`src/rtl/core/tlpm_pkg.sv`:
```
// Shared types, constants and codes for the two-level page map translate core.
`timescale 1ns / 1ps

package tlpm_pkg;

  // Address split: directory index, table index, page offset
  localparam int unsigned DIR_ENTRIES       = 1024;
  localparam int unsigned ENTRIES_PER_TABLE = 1024;
  localparam int unsigned IDX_W             = 10;
  localparam int unsigned OFS_W             = 12;
  localparam int unsigned ADDR_W            = 32;
  localparam int unsigned FLAG_W            = 12;
  localparam int unsigned NUM_TABLES_DEF    = 16;

  localparam logic [ADDR_W-1:0] FRAME_MASK  = 32'hFFFF_F000;
  localparam logic [ADDR_W-1:0] OFFSET_MASK = 32'h0000_0FFF;

  // Configuration register indexes
  localparam int unsigned CFG_IDX_W = 1;
  localparam logic [CFG_IDX_W-1:0] CFG_KERNEL_FLAGS = 1'b0;
  localparam logic [CFG_IDX_W-1:0] CFG_USER_FLAGS   = 1'b1;

  // Reset values of the flag registers
  localparam logic [FLAG_W-1:0] KERNEL_FLAGS_RST = 12'd3;
  localparam logic [FLAG_W-1:0] USER_FLAGS_RST   = 12'd7;

  // Command codes of an input word
  localparam logic CMD_MAP   = 1'b0;
  localparam logic CMD_XLATE = 1'b1;

  // Status codes of a result word
  localparam logic STATUS_OK   = 1'b0;
  localparam logic STATUS_FULL = 1'b1;

  typedef enum logic [5:0] {
    ST_INIT  = 6'b000001,
    ST_IDLE  = 6'b000010,
    ST_DIR   = 6'b000100,
    ST_CLEAR = 6'b001000,
    ST_WRITE = 6'b010000,
    ST_READ  = 6'b100000
  } state_e;

  typedef enum logic [1:0] {
    RES_MISS     = 2'd0,
    RES_MAP_OK   = 2'd1,
    RES_MAP_FULL = 2'd2,
    RES_XLATE    = 2'd3
  } res_sel_e;

  // Controller to datapath
  typedef struct packed {
    logic     capture;     // latch the input word
    logic     dir_rd;      // read directory at the incoming index
    logic     dir_clr_wr;  // zero the directory slot at the sweep count
    logic     tbl_clr_wr;  // zero the table entry at the sweep count
    logic     alloc;       // bind the next free table to the directory slot
    logic     ent_rd;      // read the selected table entry
    logic     ent_wr;      // store the new table entry
    logic     cnt_inc;     // advance the sweep counter
    logic     out_load;    // load the result register
    res_sel_e res_sel;
  } tlpm_cmd_t;

  // Datapath to controller
  typedef struct packed {
    logic is_xlate;
    logic dir_valid;
    logic pool_empty;
    logic cnt_last;
    logic out_free;
  } tlpm_sts_t;

endpackage

```
`src/rtl/core/tlpm_ctrl.sv`:
```
// Controller state machine: sequences directory clear, lookup, table clear and result.
`timescale 1ns / 1ps

module tlpm_ctrl import tlpm_pkg::*; (
  input  logic      clk_i,
  input  logic      rst_ni,
  input  logic      in_valid_i,
  output logic      in_ready_o,
  input  tlpm_sts_t sts_i,
  output tlpm_cmd_t cmd_o
);

  state_e state_q, state_d;

  // Hold state
  always_ff @(posedge clk_i or negedge rst_ni) begin
    if (!rst_ni) begin
      state_q <= ST_INIT;
    end else begin
      state_q <= state_d;
    end
  end

  // Next state and commands
  always_comb begin
    state_d    = state_q;
    cmd_o      = '0;
    in_ready_o = 1'b0;
    unique case (state_q)
      ST_INIT: begin
        cmd_o.dir_clr_wr = 1'b1;
        cmd_o.cnt_inc    = 1'b1;
        if (sts_i.cnt_last) begin
          state_d = ST_IDLE;
        end
      end
      ST_IDLE: begin
        in_ready_o = 1'b1;
        if (in_valid_i) begin
          cmd_o.capture = 1'b1;
          cmd_o.dir_rd  = 1'b1;
          state_d       = ST_DIR;
        end
      end
      ST_DIR: begin
        if (sts_i.is_xlate) begin
          if (sts_i.dir_valid) begin
            cmd_o.ent_rd = 1'b1;
            state_d      = ST_READ;
          end else if (sts_i.out_free) begin
            cmd_o.out_load = 1'b1;
            cmd_o.res_sel  = RES_MISS;
            state_d        = ST_IDLE;
          end
        end else if (sts_i.dir_valid) begin
          state_d = ST_WRITE;
        end else if (!sts_i.pool_empty) begin
          state_d = ST_CLEAR;
        end else if (sts_i.out_free) begin
          cmd_o.out_load = 1'b1;
          cmd_o.res_sel  = RES_MAP_FULL;
          state_d        = ST_IDLE;
        end
      end
      ST_CLEAR: begin
        cmd_o.tbl_clr_wr = 1'b1;
        cmd_o.cnt_inc    = 1'b1;
        if (sts_i.cnt_last) begin
          cmd_o.alloc = 1'b1;
          state_d     = ST_WRITE;
        end
      end
      ST_WRITE: begin
        // Rewriting the same entry while the result waits is harmless
        cmd_o.ent_wr = 1'b1;
        if (sts_i.out_free) begin
          cmd_o.out_load = 1'b1;
          cmd_o.res_sel  = RES_MAP_OK;
          state_d        = ST_IDLE;
        end
      end
      ST_READ: begin
        if (sts_i.out_free) begin
          cmd_o.out_load = 1'b1;
          cmd_o.res_sel  = RES_XLATE;
          state_d        = ST_IDLE;
        end
      end
      default: begin
        state_d = ST_IDLE;
      end
    endcase
  end

endmodule

```
`config.mk`:
```
export PLATFORM = sky130hd
export DESIGN_NAME = tlpm_ctrl
export DESIGN_NICKNAME = d
export VERILOG_FILES = /design/src/rtl/core/tlpm_pkg.sv /design/src/rtl/core/tlpm_ctrl.sv
export SDC_FILE = /design/constraint.sdc
export NUM_CORES = 1
export LEC_CHECK = 0
export ABC_AREA = 1
export CAP_MARGIN = 0
export CORE_AREA = 5 5 46 48
export DETAILED_ROUTE_END_ITERATION = 8
export DIE_AREA = 0 0 51 53
export DONT_BUFFER_PORTS = 1
export GPL_ROUTABILITY_DRIVEN = 0
export GPL_TIMING_DRIVEN = 0
export PLACE_DENSITY = 0.5
export SLEW_MARGIN = 0
export SYNTH_ARGS = -nofsm -noshare
export SYNTH_HDL_FRONTEND = slang
export SYNTH_SLANG_ARGS = --single-unit
export TNS_END_PERCENT = 1
```
`constraint.sdc`:
```
create_clock -name clk_i -period 2.7 [get_ports clk_i]
set_input_delay 0.54 -clock clk_i [delete_from_list [all_inputs] [get_ports clk_i]]
set_output_delay 0.54 -clock clk_i [all_outputs]
set_load 0.05 [all_outputs]
```
==> results by group <==
Pwr
  • Power per cell area: 928 nW/um^2
  • Internal power: 0.247 mW
  • Clock power share: 15.7%
  • Peak VDD IR: 0.000290 V
  • Sequential Power Share: 23.8%
  • Leak: between 0.3 and 0.4 nW
  • Comb power frac: 60.5%
  • Switching share of power: 56.1%
  • NetSw: 0.315 mW

Finish
  • Final core occ: 36.3%
  • ANT cells: 0
  • Nets: 100
  • Biggest regs: state_q x6
  • Max reg flops: 6
  • Largest register by flop count: state_q
  • Share of cells above drive strength 1: about a quarter
  • Non-Filler Instances: 108
  • Area Overhead vs Synth: 11.8%

Critical path
  • WP data arrival: 1.81 ns
  • Worst reg2reg setup slack: 1.21 ns
  • CP Capture Type: primary output
  • Nature of the critical path startpoint: flip-flop
  • CP required: approximately 2.2 ns
  • CP Max Fanout: 5
  • Setup CP Type: reg -> out

Logic synthesis
  • Post-synth top area share: 23.1%
  • Adder-cell area share of the yosys netlist: 0%
  • Largest family of logic cells by synthesized area: simple AND/OR/NAND/NOR gates
  • Gate Count Post-Synth: 86
  • Mapped Avg Cell Area: 6.30 um^2
  • Synth area leader: dfrtp_1
  • Mapped cell area: 542 um^2
  • Synth Area in XOR/XNOR: 0%
  • Post-Syn Nets: 94
  • Yosys cell types: 18
  • Post-synthesis mux area share: 0%
  • Main area contributors after synthesis: dfrtp_1 (23%), inv_1 (15%), nor2_1 (12%)
  • Sequential area share after synthesis: 27.9%
  • Synth Register Bits: 6
  • Post-synthesis simple-gate area fraction: around 40%
  • Ys Warns: 0
  • Compound-Gate Fraction of Synth Area: 14.3%

Floorplan
  • I/O pin total: 20
  • Die area: 2700 um^2
  • Die X: 51 um
  • Die Span Y: 53 um
  • Initial core utilization: 32.4%
  • Total core area: 1670 um^2
  • Rows: 15

Placement
  • Inst Count DP: 103
  • DPL Wire Length: 1090 um
  • Port Buffers: 0
  • Post-place setup slack: 0.334 ns

Clocking
  • CTS clk-pin slew, worst paths: 0.05 ns
  • Clock root buffer master: clkbuf_4
  • H-tree Lvls: 1
  • Clock latency on the worst-skew pair: between 0.2 and 0.25 ns
  • Number of CTS-inserted buffers: 3
  • Sink Count: 6
  • Clk buf depth: 2
  • CTS tree: yes

Job
  • Max-cap violation count: 0

Timing
  • Period utilization: 87.1%
  • Final WS setup: 0.348 ns
  • Final hold viol count: 0
  • FMAX: around 430 MHz
  • Slew @ Worst Pin: approximately 0.9 ns
  • Final hold slack: 0.143 ns
  • Unrepaired setup endpoints after global routing: false
  • Worst Clk Skew: 0.00385 ns
  • Crit path time final: 2.35 ns
  • Endpoints failing setup: 0
  • Final Max Slew Viols: 0
  • Max-slew headroom: 40.5%
  • Setup TNS: 0 ns

Route
  • DRT antenna net count: 0
  • First-pass DRT Iterations: 5
  • WL/cell: 12.1 um
  • Via density: 4.81
  • Via count: 519
  • Drc violations: 0
  • Routed WL: 1310 um
  • DR iter-0 viols: 13

Worst hold path
  • Min-delay worst type: in -> async

Status
  • Outcome: finished, final reports clean

Global routing
  • Global-route wire length before repair: 2120 um
  • Vias in the first global route: roughly 510
  • GR Overflow Total: 0
  • Tot GR Track Use: 11.0%
  • Initial antenna violation count: 0
  • Largest net degree at the start of global routing: 8
[cell type report]
type | instances | area (um^2)
plain buffers | 1 | 7.51
clock buffers | 4 | 26.3
fillers | 198 | 1060
inverters | 23 | 86.3
multi-input cells | 56 | 303
flip-flops and latches | 6 | 151
well taps | 17 | 21.3
repair buffers | 1 | 10.0
[layout by cell type, fill, tap and decap left out]
cell type      count
inv_1             22
nor2_1            17
nand2_1           11
dfrtp_1            5
nor2_2             4
a21oi_2            4
o21ai_0            4
nand2_2            3
nand3_1            3
nand3_2            3
clkbuf_4           3
nor2_4             2
o22ai_1            2
nor3_1             1
inv_2              1
o21ai_2            1
a21oi_1            1
buf_4              1
clkbuf_1           1
dlygate4sd3_1      1
dfstp_2            1
[worst max-delay path: stages, from the launching register on]
cell	delay, ns
dfrtp_1	0.43
nor2_4	0.21
nand3_2	0.15
nor2_2	0.48
buf_4	0.31
[stage by stage]
step	power (mW)	instance area [um^2]
final	0.562	606
after global routing	0.609	606
after CTS	0.566	599
after detailed placement	0.470	563
after global placement	0.469	563
after floorplan	0.426	542
[per-layer routing]
layer  GRT usage [%]  up-vias  wire length (um)
li1                -      267                 -
met1            12.2      236               560
met2            18.0       16               670
met3            3.66        0                77
met4            6.73        0                 0
met5               0        -                 0
[final timing paths]
check	from	to	depth (start not counted)
max	state_q[5]	cmd_o[10]	4
min	rst_ni	state_q[0]	0
max reg2reg	state_q[5]	state_q[4]	5
min reg2reg	state_q[3]	state_q[0]	3
max in group asynchronous	rst_ni	state_q[1]	1
min in group clk_i	sts_i[1]	state_q[0]	1
[cell families (layout without fill, tap and decap cells)]
family,count (synthesis),in the layout
flip-flops,6,6
AO/OA/AOI/OAI,12,12
AND/OR/NAND/NOR,44,44
buffers and inverters,24,29
[timing repair]
action,4_1_cts,5_1_grt
hold buffers,1,0
hold endpoints to repair,5,0
setup buffers,0,0
resized for setup,0,2
endpoints found under the setup margin,0,2
[cells in the mapped netlist]
cell type  instances
nand3_2            3
buf_4              1
nor3_1             1
a21oi_1            2
inv_1             22
o21ai_0            4
nand2_2            3
inv_2              1
dfrtp_1            5
o21ai_2            1
dfstp_2            1
nand3_1            3
nor2_1            18
a21oi_2            3
o22ai_1            2
nand2_1           11
nor2_2             3
nor2_4             2
[power groups by stage]
stage	combinational, mW	clock, mW	sequential [mW]
after floorplan	0.295	0	0.130
after global placement	0.335	0	0.134
after detailed placement	0.335	0	0.135
after CTS	0.340	0.0928	0.133
after global routing	0.376	0.0966	0.136
final	0.340	0.0881	0.134
Power figures use the tool's default switching activity.
